**src/lbs_pkg.sv**
```systemverilog
`timescale 1ns / 1ps
// Shared types and constants of the LED bar stack animation engine.
// No dependencies.
package lbs_pkg;

  typedef enum logic [2:0] {
    KIND_TICK = 3'd0,
    KIND_UP   = 3'd1,
    KIND_DOWN = 3'd2,
    KIND_LOW  = 3'd3,
    KIND_OFF  = 3'd4
  } kind_t;

  localparam logic [2:0] REG_FIRST   = 3'd0;
  localparam logic [2:0] REG_LAST    = 3'd1;
  localparam logic [2:0] REG_REVERSE = 3'd2;
  localparam logic [2:0] REG_NIMH    = 3'd3;
  localparam logic [2:0] REG_FILL    = 3'd4;

  localparam logic [7:0] BAR_BLUE = 8'd175;

  // One job for the back end: a run of pixel writes or one single result.
  typedef enum logic [1:0] {
    JOB_FILL  = 2'd0,   // all pixels, black or lit
    JOB_STACK = 2'd1,   // all pixels, lit below level or at position
    JOB_ONE   = 2'd2,   // one pixel write
    JOB_NONE  = 2'd3    // one empty result
  } job_kind_t;

  typedef struct packed {
    job_kind_t  kind;
    logic       lit;
    logic [8:0] level;   // signed compare values
    logic [8:0] pos;
    logic [7:0] index;   // logical index for JOB_ONE
    logic [7:0] r;
    logic [7:0] g;
    logic [7:0] b;
    logic       done;
  } job_t;

endpackage

```
**src/led_bar_stack_animation_engine.sv**
```systemverilog
`timescale 1ns / 1ps
// LED bar stack animation engine top level: config registers, front, queue, back.
// Depends on lbs_pkg, lbs_front, lbs_queue, lbs_back.
//
// Each input beat is a tick or a mode start; it yields zero, one or NUM_LEDS
// result beats, pixel writes or one empty result. The front end takes a beat
// per cycle whenever the job queue has room; the step interval of a stack
// start comes from a reciprocal multiply in the same cycle. The first result
// beat of an item passes the front job register, the queue and the back-end
// output registers; the back end then sends one result beat per cycle unless
// the output stalls, so a full-bar item gives NUM_LEDS result beats. A two-job
// queue lets the front classify the next beat as the back end streams pixels.
module led_bar_stack_animation_engine import lbs_pkg::*; #(
  parameter int NUM_LEDS = 16
) (
  input  logic        clk,
  input  logic        rst_n,
  input  logic        in_valid,
  output logic        in_stall,
  input  logic [2:0]  in_kind,
  input  logic [31:0] in_now_ms,
  input  logic [6:0]  in_battery_level,
  input  logic [15:0] in_duration_ms,
  input  logic        cfg_we,
  input  logic [2:0]  cfg_index,
  input  logic [15:0] cfg_data,
  output logic        out_valid,
  input  logic        out_stall,
  output logic        out_pixel_valid,
  output logic [7:0]  out_pixel_index,
  output logic [7:0]  out_red,
  output logic [7:0]  out_green,
  output logic [7:0]  out_blue,
  output logic        out_sequence_done,
  output logic        out_last
);
  logic [7:0]  first_r, last_r;
  logic        rev_r, nimh_r;
  logic [15:0] fill_r;

  always_ff @(posedge clk) begin
    if (!rst_n) begin
      first_r <= 8'd0; last_r <= 8'd15; rev_r <= 1'b0; nimh_r <= 1'b0; fill_r <= 16'd30;
    end else if (cfg_we) begin
      unique case (cfg_index)
        REG_FIRST:   first_r <= cfg_data[7:0];
        REG_LAST:    last_r  <= cfg_data[7:0];
        REG_REVERSE: rev_r   <= cfg_data[0];
        REG_NIMH:    nimh_r  <= cfg_data[0];
        REG_FILL:    fill_r  <= cfg_data;
        default: ;
      endcase
    end
  end

  logic fj_valid, q_full, q_valid, q_take;
  job_t fj, qj;

  lbs_front #(.NUM_LEDS(NUM_LEDS)) u_front (
    .clk, .rst_n, .in_valid, .in_stall, .in_kind, .in_now_ms, .in_battery_level,
    .in_duration_ms, .nimh(nimh_r), .fill_interval(fill_r),
    .job_valid(fj_valid), .job(fj), .job_full(q_full)
  );

  lbs_queue u_queue (
    .clk, .rst_n, .wr_en(fj_valid), .wr_job(fj), .full(q_full),
    .rd_valid(q_valid), .rd_job(qj), .rd_en(q_take)
  );

  lbs_back #(.NUM_LEDS(NUM_LEDS)) u_back (
    .clk, .rst_n, .job_valid(q_valid), .job(qj), .job_take(q_take),
    .first_pixel(first_r), .last_pixel(last_r), .reverse_order(rev_r),
    .out_valid, .out_stall, .out_pixel_valid, .out_pixel_index, .out_red,
    .out_green, .out_blue, .out_sequence_done, .out_last
  );
endmodule

```
**src/lbs_front.sv**
```systemverilog
`timescale 1ns / 1ps
// Front end: holds mode state, classifies each input beat into a pixel job.
// Depends on lbs_pkg.
module lbs_front import lbs_pkg::*; #(
  parameter int NUM_LEDS = 16
) (
  input  logic        clk,
  input  logic        rst_n,
  input  logic        in_valid,
  output logic        in_stall,
  input  logic [2:0]  in_kind,
  input  logic [31:0] in_now_ms,
  input  logic [6:0]  in_battery_level,
  input  logic [15:0] in_duration_ms,
  input  logic        nimh,
  input  logic [15:0] fill_interval,
  output logic        job_valid,
  output job_t        job,
  input  logic        job_full
);
  localparam int TOTAL = 1 + ((NUM_LEDS + 1) * (NUM_LEDS + 2)) / 2;
  // reciprocal of TOTAL, exact for every 16-bit duration
  localparam int RSH   = 16 + $clog2(TOTAL);
  localparam int RECIP = ((1 << RSH) + TOTAL - 1) / TOTAL;
  localparam logic [17:0] RECIP18 = 18'(RECIP);
  localparam logic [7:0] N8 = 8'(NUM_LEDS);

  typedef enum logic [2:0] {
    M_IDLE = 3'd0, M_UP = 3'd1, M_DOWN = 3'd2, M_LOW = 3'd3, M_OFF = 3'd4, M_FILL = 3'd5
  } mode_t;

  mode_t       mode_r;
  logic [7:0]  fpos_r, pile_r;
  logic [31:0] prev_r;
  logic [15:0] step_r, blink_r;
  logic        pulse_r;
  logic [7:0]  cr_r, cg_r, cb_r;

  logic        job_valid_r;
  job_t        job_r;

  logic [31:0] elapsed;
  logic        accept;
  logic [33:0] seq_prod;
  logic [15:0] seq_q;
  assign accept   = in_valid && !in_stall;
  assign in_stall = job_full;
  assign elapsed  = in_now_ms - prev_r;
  assign job_valid = job_valid_r;
  assign job       = job_r;

  // seq interval: duration / TOTAL by reciprocal multiply
  assign seq_prod = {18'd0, in_duration_ms} * {16'd0, RECIP18};
  assign seq_q    = 16'(seq_prod >> RSH);

  // colour from battery level
  logic [7:0] lr, lg, lb;
  always_comb begin
    logic [6:0] o;
    logic [6:0] s;
    o = nimh ? 7'd15 : 7'd0;
    s = 7'd0;
    lr = 8'd0; lg = 8'd0; lb = 8'd0;
    if (in_battery_level >= 7'd15 + o) begin
      lb = BAR_BLUE;
    end else if (in_battery_level >= 7'd10 + o) begin
      s  = 7'd15 + o - in_battery_level;
      lr = (s >= 7'd4) ? 8'd140 : 8'(s * 7'd42);
      lg = 8'(s * 7'd7);
      case (s[2:0])
        3'd1:    lb = 8'd122;
        3'd2:    lb = 8'd70;
        3'd3:    lb = 8'd17;
        default: lb = 8'd0;
      endcase
    end else if (in_battery_level >= 7'd5 + o) begin
      s  = 7'd10 + o - in_battery_level;
      lr = 8'd140 + 8'(s * 7'd7);
      lg = 8'd35 - 8'(s * 7'd7);
    end else begin
      lr = 8'd255;
    end
  end

  always_ff @(posedge clk) begin
    if (!rst_n) begin
      mode_r <= M_IDLE; fpos_r <= '0; pile_r <= '0; prev_r <= '0;
      step_r <= 16'd30; blink_r <= 16'd5000; pulse_r <= 1'b0;
      cr_r <= '0; cg_r <= '0; cb_r <= BAR_BLUE; job_valid_r <= 1'b0;
    end else begin
      if (!job_full) job_valid_r <= 1'b0;
      if (accept) begin
        job_r.done  <= 1'b0;
        job_r.lit   <= 1'b0;
        job_r.level <= '0; job_r.pos <= '0; job_r.index <= '0;
        job_r.r <= cr_r; job_r.g <= cg_r; job_r.b <= cb_r;
        case (in_kind)
          KIND_UP, KIND_DOWN: begin
            mode_r <= (in_kind == KIND_UP) ? M_UP : M_DOWN;
            fpos_r <= N8;
            pile_r <= (in_kind == KIND_UP) ? 8'd0 : N8;
            step_r <= (seq_q < 16'd5) ? 16'd5 : seq_q;
            cr_r <= lr; cg_r <= lg; cb_r <= lb;
            job_r.r <= lr; job_r.g <= lg; job_r.b <= lb;
            job_r.kind <= JOB_FILL; job_r.lit <= (in_kind == KIND_DOWN);
            job_valid_r <= 1'b1;
          end
          KIND_LOW, KIND_OFF: begin
            mode_r <= (in_kind == KIND_LOW) ? M_LOW : M_OFF;
            blink_r <= in_duration_ms; prev_r <= in_now_ms; pulse_r <= 1'b0;
            job_r.kind <= JOB_FILL;
            job_valid_r <= 1'b1;
          end
          KIND_TICK: begin
            case (mode_r)
              M_UP: begin
                if (pile_r > N8) begin
                  mode_r <= M_FILL; step_r <= fill_interval; pile_r <= '0;
                  cr_r <= lr; cg_r <= lg; cb_r <= lb;
                  job_r.kind <= JOB_FILL; job_r.done <= 1'b1; job_valid_r <= 1'b1;
                end else if (elapsed >= 32'(step_r)) begin
                  prev_r <= in_now_ms;
                  job_r.kind <= JOB_STACK; job_r.level <= {1'b0, pile_r};
                  job_r.pos <= {1'b0, fpos_r}; job_valid_r <= 1'b1;
                  if (fpos_r - 8'd1 == pile_r) begin
                    pile_r <= pile_r + 8'd1; fpos_r <= N8;
                  end else begin
                    fpos_r <= fpos_r - 8'd1;
                  end
                end
              end
              M_FILL: begin
                step_r <= fill_interval;
                if (pile_r >= N8) begin
                  cr_r <= lr; cg_r <= lg; cb_r <= lb; pile_r <= '0;
                  job_r.kind <= JOB_FILL; job_valid_r <= 1'b1;
                end else if (elapsed >= 32'(fill_interval)) begin
                  prev_r <= in_now_ms; pile_r <= pile_r + 8'd1;
                  job_r.kind <= JOB_ONE; job_r.lit <= 1'b1; job_r.index <= pile_r;
                  job_valid_r <= 1'b1;
                end
              end
              M_DOWN: begin
                if (pile_r[7]) begin
                  mode_r <= M_IDLE;
                  job_r.kind <= JOB_NONE; job_r.done <= 1'b1; job_valid_r <= 1'b1;
                end else if (elapsed >= 32'(step_r)) begin
                  prev_r <= in_now_ms;
                  job_r.kind <= JOB_STACK; job_r.level <= {pile_r[7], pile_r};
                  job_r.pos <= {fpos_r[7], fpos_r}; job_valid_r <= 1'b1;
                  if ($signed(fpos_r + 8'd1) > $signed(N8) && fpos_r != 8'd127) begin
                    pile_r <= pile_r - 8'd1; fpos_r <= pile_r - 8'd1;
                  end else begin
                    fpos_r <= fpos_r + 8'd1;
                  end
                end
              end
              M_LOW: begin
                logic p;
                p = pulse_r;
                if (elapsed >= 32'(blink_r)) begin
                  prev_r <= in_now_ms; p = ~pulse_r;
                end
                pulse_r <= p;
                job_r.kind <= JOB_ONE; job_r.lit <= 1'b1;
                job_r.r <= p ? 8'd125 : 8'd0; job_r.g <= '0; job_r.b <= '0;
                job_valid_r <= 1'b1;
              end
              M_OFF: begin
                logic p;
                logic [31:0] e;
                p = pulse_r; e = elapsed;
                if (elapsed >= 32'(blink_r)) begin
                  prev_r <= in_now_ms; p = 1'b0; e = '0;
                end
                if (e >= 32'(blink_r) - 32'd50) p = 1'b1;
                pulse_r <= p;
                job_r.kind <= JOB_ONE; job_r.lit <= 1'b1;
                job_r.r <= p ? 8'd250 : 8'd0; job_r.g <= '0; job_r.b <= '0;
                job_valid_r <= 1'b1;
              end
              default: ;
            endcase
          end
          default: ;
        endcase
      end
    end
  end
endmodule

```
**src/lbs_queue.sv**
```systemverilog
`timescale 1ns / 1ps
// Two-entry job queue between front and back end.
// Depends on lbs_pkg.
module lbs_queue import lbs_pkg::*; (
  input  logic clk,
  input  logic rst_n,
  input  logic wr_en,
  input  job_t wr_job,
  output logic full,
  output logic rd_valid,
  output job_t rd_job,
  input  logic rd_en
);
  job_t       q_r [2];
  logic       wp_r, rp_r;
  logic [1:0] cnt_r;

  assign full     = (cnt_r == 2'd2);
  assign rd_valid = (cnt_r != 2'd0);
  assign rd_job   = q_r[rp_r];

  always_ff @(posedge clk) begin
    if (!rst_n) begin
      wp_r <= 1'b0; rp_r <= 1'b0; cnt_r <= '0;
    end else begin
      if (wr_en && !full) begin
        q_r[wp_r] <= wr_job; wp_r <= ~wp_r;
      end
      if (rd_en && rd_valid) rp_r <= ~rp_r;
      cnt_r <= cnt_r + 2'(wr_en && !full) - 2'(rd_en && rd_valid);
    end
  end
endmodule

```
**src/lbs_back.sv**
```systemverilog
`timescale 1ns / 1ps
// Back end: expands a job into pixel result beats, one per cycle unless the output stalls.
// Depends on lbs_pkg.
module lbs_back import lbs_pkg::*; #(
  parameter int NUM_LEDS = 16
) (
  input  logic       clk,
  input  logic       rst_n,
  input  logic       job_valid,
  input  job_t       job,
  output logic       job_take,
  input  logic [7:0] first_pixel,
  input  logic [7:0] last_pixel,
  input  logic       reverse_order,
  output logic       out_valid,
  input  logic       out_stall,
  output logic       out_pixel_valid,
  output logic [7:0] out_pixel_index,
  output logic [7:0] out_red,
  output logic [7:0] out_green,
  output logic [7:0] out_blue,
  output logic       out_sequence_done,
  output logic       out_last
);
  localparam int CW = (NUM_LEDS > 1) ? $clog2(NUM_LEDS) : 1;
  localparam logic [CW-1:0] LASTI = CW'(NUM_LEDS - 1);

  logic [CW-1:0] i_r;
  logic          ov_r;
  logic          load;
  logic          multi, fin, on;
  logic [7:0]    li;

  assign multi = (job.kind == JOB_FILL) || (job.kind == JOB_STACK);
  assign fin   = !multi || (i_r == LASTI);
  assign load  = job_valid && (!ov_r || !out_stall);
  assign job_take = load && fin;
  assign out_valid = ov_r;
  assign li = multi ? 8'(i_r) : job.index;

  always_comb begin
    case (job.kind)
      JOB_FILL:  on = job.lit;
      JOB_STACK: on = ($signed({1'b0, 8'(i_r)}) < $signed(job.level)) ||
                      ({1'b0, 8'(i_r)} == job.pos);
      JOB_ONE:   on = job.lit;
      default:   on = 1'b0;
    endcase
  end

  always_ff @(posedge clk) begin
    if (!rst_n) begin
      ov_r <= 1'b0; i_r <= '0;
    end else begin
      if (ov_r && !out_stall) ov_r <= 1'b0;
      if (load) begin
        ov_r <= 1'b1;
        i_r  <= fin ? '0 : i_r + CW'(1);
        out_pixel_valid   <= (job.kind != JOB_NONE);
        out_pixel_index   <= (job.kind == JOB_NONE) ? 8'd0 :
                             (reverse_order ? last_pixel - li : first_pixel + li);
        out_red           <= on ? job.r : 8'd0;
        out_green         <= on ? job.g : 8'd0;
        out_blue          <= on ? job.b : 8'd0;
        out_sequence_done <= job.done;
        out_last          <= fin;
      end
    end
  end
endmodule
```
**config.mk**
```make
export PLATFORM = sky130hd
export DESIGN_NAME = led_bar_stack_animation_engine
export DESIGN_NICKNAME = d
export VERILOG_FILES = /design/src/lbs_pkg.sv /design/src/led_bar_stack_animation_engine.sv /design/src/lbs_front.sv /design/src/lbs_queue.sv /design/src/lbs_back.sv
export SDC_FILE = /design/constraint.sdc
export NUM_CORES = 1
export LEC_CHECK = 0
export ABC_AREA = 1
export BUFFER_PORTS_ARGS = -buffer_cell sky130_fd_sc_hd__buf_2
export CAP_MARGIN = 0
export CORE_MARGIN = 2
export CORE_UTILIZATION = 64
export DETAILED_ROUTE_END_ITERATION = 7
export PLACE_DENSITY = 0.84
export SLEW_MARGIN = 0
export SYNTH_ARGS = -nofsm -noshare
export SYNTH_HDL_FRONTEND = slang
export SYNTH_HIERARCHICAL = 1
export SYNTH_SLANG_ARGS = --single-unit
```
**constraint.sdc**
```tcl
create_clock -name clk -period 6.87 [get_ports clk]
set_input_delay 1.374 -clock clk [delete_from_list [all_inputs] [get_ports clk]]
set_output_delay 1.374 -clock clk [all_outputs]
set_load 0.02 [all_outputs]
```
==> flow_summary.yaml, run 1 <==
cells_and_area:
  antennaDiodeCount: 0
  drive_gt1_share_pct: 9.13
  regArea_sq_mm: 0.00890
  layout.nets: 4193
  multi_input_area_sq_mm: 0.0161
  fill_cells: 3393
  area_growth_pct: 9.12
worst_setup_path:
  endpoint_kind: "flop"
  path_delay_family: "adder cells"
  cp_slowest_stage_delay_ns: 0.59
  crit_type: "in2reg"
  start_kind: "input pin"
  cp.arrival_ns: 6.61
  slowest_stage: "fa_1"
  startpoint: "in_duration_ms[13]"
  crit_chain: "buf_2, fa_1, inv_1, fa_1, fa_1, inv_1, fa_1, fa_1, fa_1, ha_1, nand2_1, inv_1, nand2_1, or3_1, o21ai_0, inv_1, or2_2, nand2_1, a21oi_1, nand2_1, nand4_1, nand2_1, nand2_1"
  worstPathBufferInverterCount: 5
  reg2reg_from: "u_front/prev_r[13]"
  cp_max_fo: 7
  required_ns: 7.31
timing:
  fin_skew_ns: 0.0193
  fmax_ghz: 0.162
  finalSetupTns_ns: 0
  worstMarginPinSlew_ns: 0.977
  rsz0062_at_grt: "false"
  whs_ns: 0.435
  max_slew_margin_pct: 34.7
  finalHoldViolCount: 0
  post-route-period-util_pct: 89.8
  slew_violations: 0
  setup_viol: 0
  period_minus_slack_ns: 6.17
grt:
  overflow: 0
  grt_pass1_vias: 22600
  track_usage_pct: 30.0
  grt_first_pass_wirelength_um: 110000
  antenna_found_initial: 1
  grt_start_max_net_pins: 79
synth:
  yosys.area.top_type_share_pct: 20.8
  synth_top_cell_by_area: "edfxtp_1"
  synth_seq_cells: 347
  synth_compound_area_share_pct: 8.54
  ys_seq_area_share_pct: 31.6
  yosys.area_share.xor_xnor_pct: 2.68
  synth_edf_count: 195
  synth-simple-area-share_pct: 21.2
  syn_avg_cell_area_sq_um: 7.90
  synthFlopType: "edfxtp_1"
  ys_top_cells_by_area: "edfxtp_1 (21%), ha_1 (14%), dfxtp_1 (11%)"
  ys_types: 58
  netlist_instances: 3560
  async_reset_ff_share_pct: 0
  synth_top_family_by_area: "adder cells"
  synth-adder-area-share_pct: 21.8
  syn-cell-area_sq_mm: 0.0281
  synthMuxAreaShare_pct: 2.83
  ys_warn_count: 6
route:
  routed_wirelength_um: 66500
  routed-wl-met3_um: 4330
  vias_per_cell: 5.41
  route.detailed.drc: 0
  met1_length_um: 28600
  first_iter_violations: 1907
  drt-pass1-iter-count: 7
  topRoutingLayerUsed: "met4"
  dr_total_vias: 23200
  wl_met2_um: 31200
  antenna_left: 0
  wl_per_cell_um: 15.5
cts:
  cts.path.max_buffers: 3
  cts_setup_buffers: 0
  numCtsBuffers: 39
  cts_hold_buffers: 0
  clk_latency_ns: 0.56
  clockRootBuffer: "clkbuf_16"
  cts.repair.resized: 0
  clkTransAtPathRegs_ns: 0.06
  cts_tree: "done"
  cts.sinks: 347
  cts_htree_levels: 2
floorplanning:
  num_rows: 76
  coreArea_sq_mm: 0.0433
  die_h_um: 214
  io_pins: 119
  dieArea_sq_mm: 0.0456
  die_w_um: 214
  initial_core_util_pct: 65.0
placed_design:
  gp_congestion: 0.985
  dp_hpwl_um: 50400
  numPortBuffers: 118
min_path:
  holdCritPathClass: "reg2reg"
  worstHoldStart: "u_front/job[41]"
pwr:
  peakVddDrop_uv: 253
  powerDensity_mw_per_mm2: 292
  p_leak_nw: 15.5
flow_run:
  max-cap-violations: 0
outcome:
  status: "finished, final reports clean"
-- sequential cells by signal (all words and copies together) (netlist names), 2 cells and up, named ones only --
signal and flops:
u_queue/q_r 108, u_front/job 52, u_front/prev_r 32, fill_r 16, u_front/blink_r 16, u_front/step_r 16, first_r 8, last_r 8
u_back/out_blue 8, u_back/out_green 8, u_back/out_pixel_index 8, u_back/out_red 8, u_front/cg_r 8, u_front/cr_r 8, u_front/fpos_r 8, u_front/pile_r 8
u_front/cb_r 7, u_back/i_r 4, u_front/mode_r 3, u_queue/cnt_r 2
-- stage by stage --
stage / instances / power, mW / util [%] / cell area, sq um / setup WS [ns]
floorplan: 3581 / 5.60 / - / 28200 / 0.647
global placement: 4228 / 6.49 / 67.7 / 29300 / 0.249
detailed placement: 4228 / 6.59 / 67.7 / 29300 / 0.149
CTS: 4300 / 8.92 / 70.9 / 30700 / 0.726
global route: 4300 / 9.69 / 70.9 / 30700 / 0.316
finish: 4300 / 8.96 / 70.9 / 30700 / 0.699
-- area by class of cell --
class	count	area share, %
clock buffer	49	3.54
clock inverter	23	1.08
inverter	722	8.83
multi-input combinational	2429	52.6
sequential	347	29.0
tap	585	2.38
timing repair buffer	145	2.59
-- routing by layer --
layer | track usage (%) | vias to the layer above
met1 | 39.3 | 10700
met5 | 0 | -
met4 | 11.9 | 0
li1 | - | 11600
met2 | 50.2 | 798
met3 | 4.58 | 142
-- synth_stat cells (7+ instances only) --
master and instances:
a211oi_1 15, a21o_1 12, a21oi_1 181, a21oi_2 19
a31oi_1 7, buf_2 15, buf_4 7, clkbuf_1 47
clkinv_1 18, dfxtp_1 152, edfxtp_1 195, fa_1 104
ha_1 323, inv_1 688, inv_2 16, mux2_4 50
nand2_1 769, nand3_1 162, nand3b_1 19, nand4_1 60
nor2_1 333, nor2_2 9, nor3_1 37, o211ai_1 30
o21ai_0 116, o21ai_1 8, or2_2 11, xnor2_1 24
xor2_1 62
-- kinds of logic after synthesis --
group | Yosys count
and+or+nand+nor | 1423
buffers and inverters | 805
adders and majority gates | 427
AOI/OAI and AO/OA | 417
DFF | 347
xor gates and xnor gates | 86
muxes | 54
other | 1
-- layout by cell type (no fill, tap or decap), types with 7 or more instances in the layout --
cell type and n:
a211oi_1 15, a21o_1 12, a21oi_1 181, a21oi_2 19, a31oi_1 7, buf_2 117
buf_4 28, bufinv_16 7, clkbuf_16 41, clkinv_1 19, conb_1 22, dfxtp_1 151
edfxtp_1 195, fa_1 104, ha_1 323, inv_1 687, inv_2 17, mux2_4 50
nand2_1 769, nand3_1 162, nand3b_1 19, nand4_1 60, nor2_1 330, nor2_2 9
nor3_1 37, o211ai_1 30, o21ai_0 116, o21ai_1 8, or2_2 11, xnor2_1 24
xor2_1 62
-- worst paths after layout --
check	endpoint	slack, ns	cells after the start
min reg2reg	u_queue/q_r[0][41]	0.43	0
max reg2reg	u_front/job[21]	1.61	30
min	u_queue/q_r[0][41]	0.43	0
max	u_front/step_r[2]	0.70	23
-- worst reg2reg max path, delay by kind of cell, from the launching register on --
family | cells | cell delay, ns
AOI/OAI and AO/OA | 7 | 1.01
buffers and inverters | 3 | 0.17
and+or+nand+nor | 16 | 2.31
DFF | 1 | 0.30
adders and majority gates | 3 | 0.89
xor gates and xnor gates | 1 | 0.42
-- power breakdown --
| part | switching [mW] | total [mW] | internal [mW] |
|---|---|---|---|
| logic | 2.68 | 4.29 | 1.61 |
| clock network | 0.896 | 2.29 | 1.40 |
| registers | 0.0649 | 2.37 | 2.31 |
| total | 3.64 | 8.96 | 5.32 |
(Power assumes the default switching activity.)
==> inputs of run 2 (changes only) <==
--- a/config.mk
+++ b/config.mk
@@ -12,6 +12,7 @@
 export CORE_UTILIZATION = 64
 export DETAILED_ROUTE_END_ITERATION = 7
 export PLACE_DENSITY = 0.84
+export RECOVER_POWER = 25
 export SLEW_MARGIN = 0
 export SYNTH_ARGS = -nofsm -noshare
 export SYNTH_HDL_FRONTEND = slang
==> run 2 against run 1 <==
The run now ends with max-capacitance violations, max-slew violations left. Flip-flop and latch count unchanged. Fmax about the same. Worst hold slack improved by 0.0012 ns. Largest power group unchanged. Count of clock-buffer cells in the layout unchanged. Final area about the same. Sequential power about the same. Global-route usage unchanged. Critical endpoint is now u_front/step_r[0]. Routed wire length about the same.
==> flow_summary.yaml, run 2 (same netlist as run 1, synthesis figures left out) <==
outcome:
  status: "complete, but fails checks"
  violations: "max-capacitance violations, max-slew violations"
worst_setup_path:
  r2r_slack_ns: 1.60
  required_ns: 7.27
  endpoint_kind: "flop"
  reg2reg_from: "u_front/prev_r[13]"
  crit_type: "in2reg"
  cp_max_fo: 7
  rr_endpoint: "u_front/job[21]"
  endpoint: "u_front/step_r[0]"
  cp.arrival_ns: 6.57
  start_kind: "input pin"
  startpoint: "in_duration_ms[13]"
  reg2reg_depth: 30
pwr:
  powerDensity_mw_per_mm2: 292
  peakVddDrop_uv: 253
  p_leak_nw: 15.5
  power_mw: 8.96
floorplanning:
  coreArea_sq_mm: 0.0433
  num_rows: 76
  die_h_um: 214
  dieArea_sq_mm: 0.0456
  die_w_um: 214
  io_pins: 119
  initial_core_util_pct: 65.0
route:
  drt-pass1-iter-count: 6
  wl_met2_um: 31200
  first_iter_violations: 1894
  vias_per_cell: 5.42
  topRoutingLayerUsed: "met4"
  dr_total_vias: 23300
  route.detailed.drc: 0
  routed-wl-met3_um: 4510
  met1_length_um: 28300
  wl_per_cell_um: 15.4
  antenna_left: 0
  routed_wirelength_um: 66400
cells_and_area:
  layout.nets: 4193
  final_cell_count_no_fill: 4300
  largest_reg_flops: 108
  antennaDiodeCount: 0
  mostFrequentLayoutCells: "nand2_1 (769), inv_1 (687), nor2_1 (330)"
  final_common_cell: "nand2_1"
  drive_gt1_share_pct: 9.02
  area_growth_pct: 9.09
  fill_cells: 3395
  top_register: "u_queue/q_r"
timing:
  worstMarginPinSlew_ns: 3.23
  finalSetupTns_ns: 0
  fmax_ghz: 0.162
  setup_viol: 0
  slew_violations: 94
  whs_ns: 0.436
  post-route-period-util_pct: 89.8
  fin_skew_ns: 0.0187
  max_slew_margin_pct: -115
  period_minus_slack_ns: 6.17
  finalHoldViolCount: 0
  rsz0062_at_grt: "false"
flow_run:
  max-cap-violations: 2
cts:
  cts.path.max_buffers: 3
  clockRootBuffer: "clkbuf_16"
  cts.sinks: 347
  cts_setup_buffers: 0
  numCtsBuffers: 39
  clkTransAtPathRegs_ns: 0.06
  cts_htree_levels: 2
  clk_latency_ns: 0.56
  cts_hold_buffers: 0
  cts_tree: "done"
  cts.repair.resized: 0
placed_design:
  numPortBuffers: 118
  gp_congestion: 0.985
  dp.cells: 4228
  dp_hpwl_um: 50400
grt:
  antenna_found_initial: 1
  track_usage_pct: 30.0
  grt_pass1_vias: 22600
  grt_start_max_net_pins: 79
  grt_first_pass_wirelength_um: 110000
  overflow: 0
min_path:
  holdCritPathClass: "reg2reg"
[run 2: cell types whose count changed in the layout (fill, tap and decap cells not counted), sizes merged]
| cell | delta |
|---|---|
| buf | -3 |
| clkbuf | +3 |
[run 2: worst min path at each step]
stage                          startpoint            endpoint  slack, ns  depth (start not counted)
after detailed placement  u_front/job[41]  u_queue/q_r[0][41]       0.43                          0
after global placement    u_front/job[24]  u_queue/q_r[1][24]       0.42                          0
after CTS                 u_front/job[41]  u_queue/q_r[0][41]       0.43                          0
after global routing      u_front/job[32]  u_queue/q_r[1][32]       0.45                          0
after floorplan            u_front/job[0]   u_queue/q_r[0][0]       0.42                          0
final                     u_front/job[41]  u_queue/q_r[0][41]       0.44                          0
[run 2: power by group]
part	switching, mW	total, mW	internal, mW	leakage (nW)
Combinational	2.68	4.30	1.61	11.8
Sequential	0.0650	2.37	2.31	3.05
Clock	0.897	2.29	1.40	0.685
[run 2: stage by stage]
stage	util, %	setup slack [ns]	instance area, sq um
6_report	70.9	0.698	30700
4_1_cts	70.9	0.726	30700
5_1_grt	70.9	0.314	30700
3_3_place_gp	67.7	0.249	29300
3_5_place_dp	67.7	0.149	29300
2_1_floorplan	-	0.647	28200
[run 2: worst max-delay path, cell delays in order]
cell and delay [ns]:
buf_2 0.16, fa_1 0.59, inv_1 0.06, fa_1 0.46
fa_1 0.54, inv_1 0.06, fa_1 0.51, fa_1 0.47
fa_1 0.47, ha_1 0.34, nand2_1 0.08, inv_1 0.09
nand2_1 0.07, or3_1 0.36, o21ai_0 0.17, inv_1 0.07
or2_2 0.28, nand2_1 0.06, a21oi_1 0.05, nand2_1 0.10
nand2_1 0.07, nand2_1 0.05, a21oi_1 0.05
[run 2: layout make-up]
class	count	area (sq um)	share of cell area (%)
inverters	722	2710	8.83
well taps	585	732	2.39
clock inverters	23	330	1.08
flip-flops and latches	347	8900	29.0
clock buffers	49	1090	3.54
multi-input cells	2429	16100	52.6
repair buffers	145	787	2.56
[run 2: routing by layer]
layer / vias to the layer above / global-route usage (%)
li1: 11600 / -
met1: 10700 / 39.3
met2: 808 / 50.2
met3: 143 / 4.58
met4: 0 / 11.9
met5: - / 0
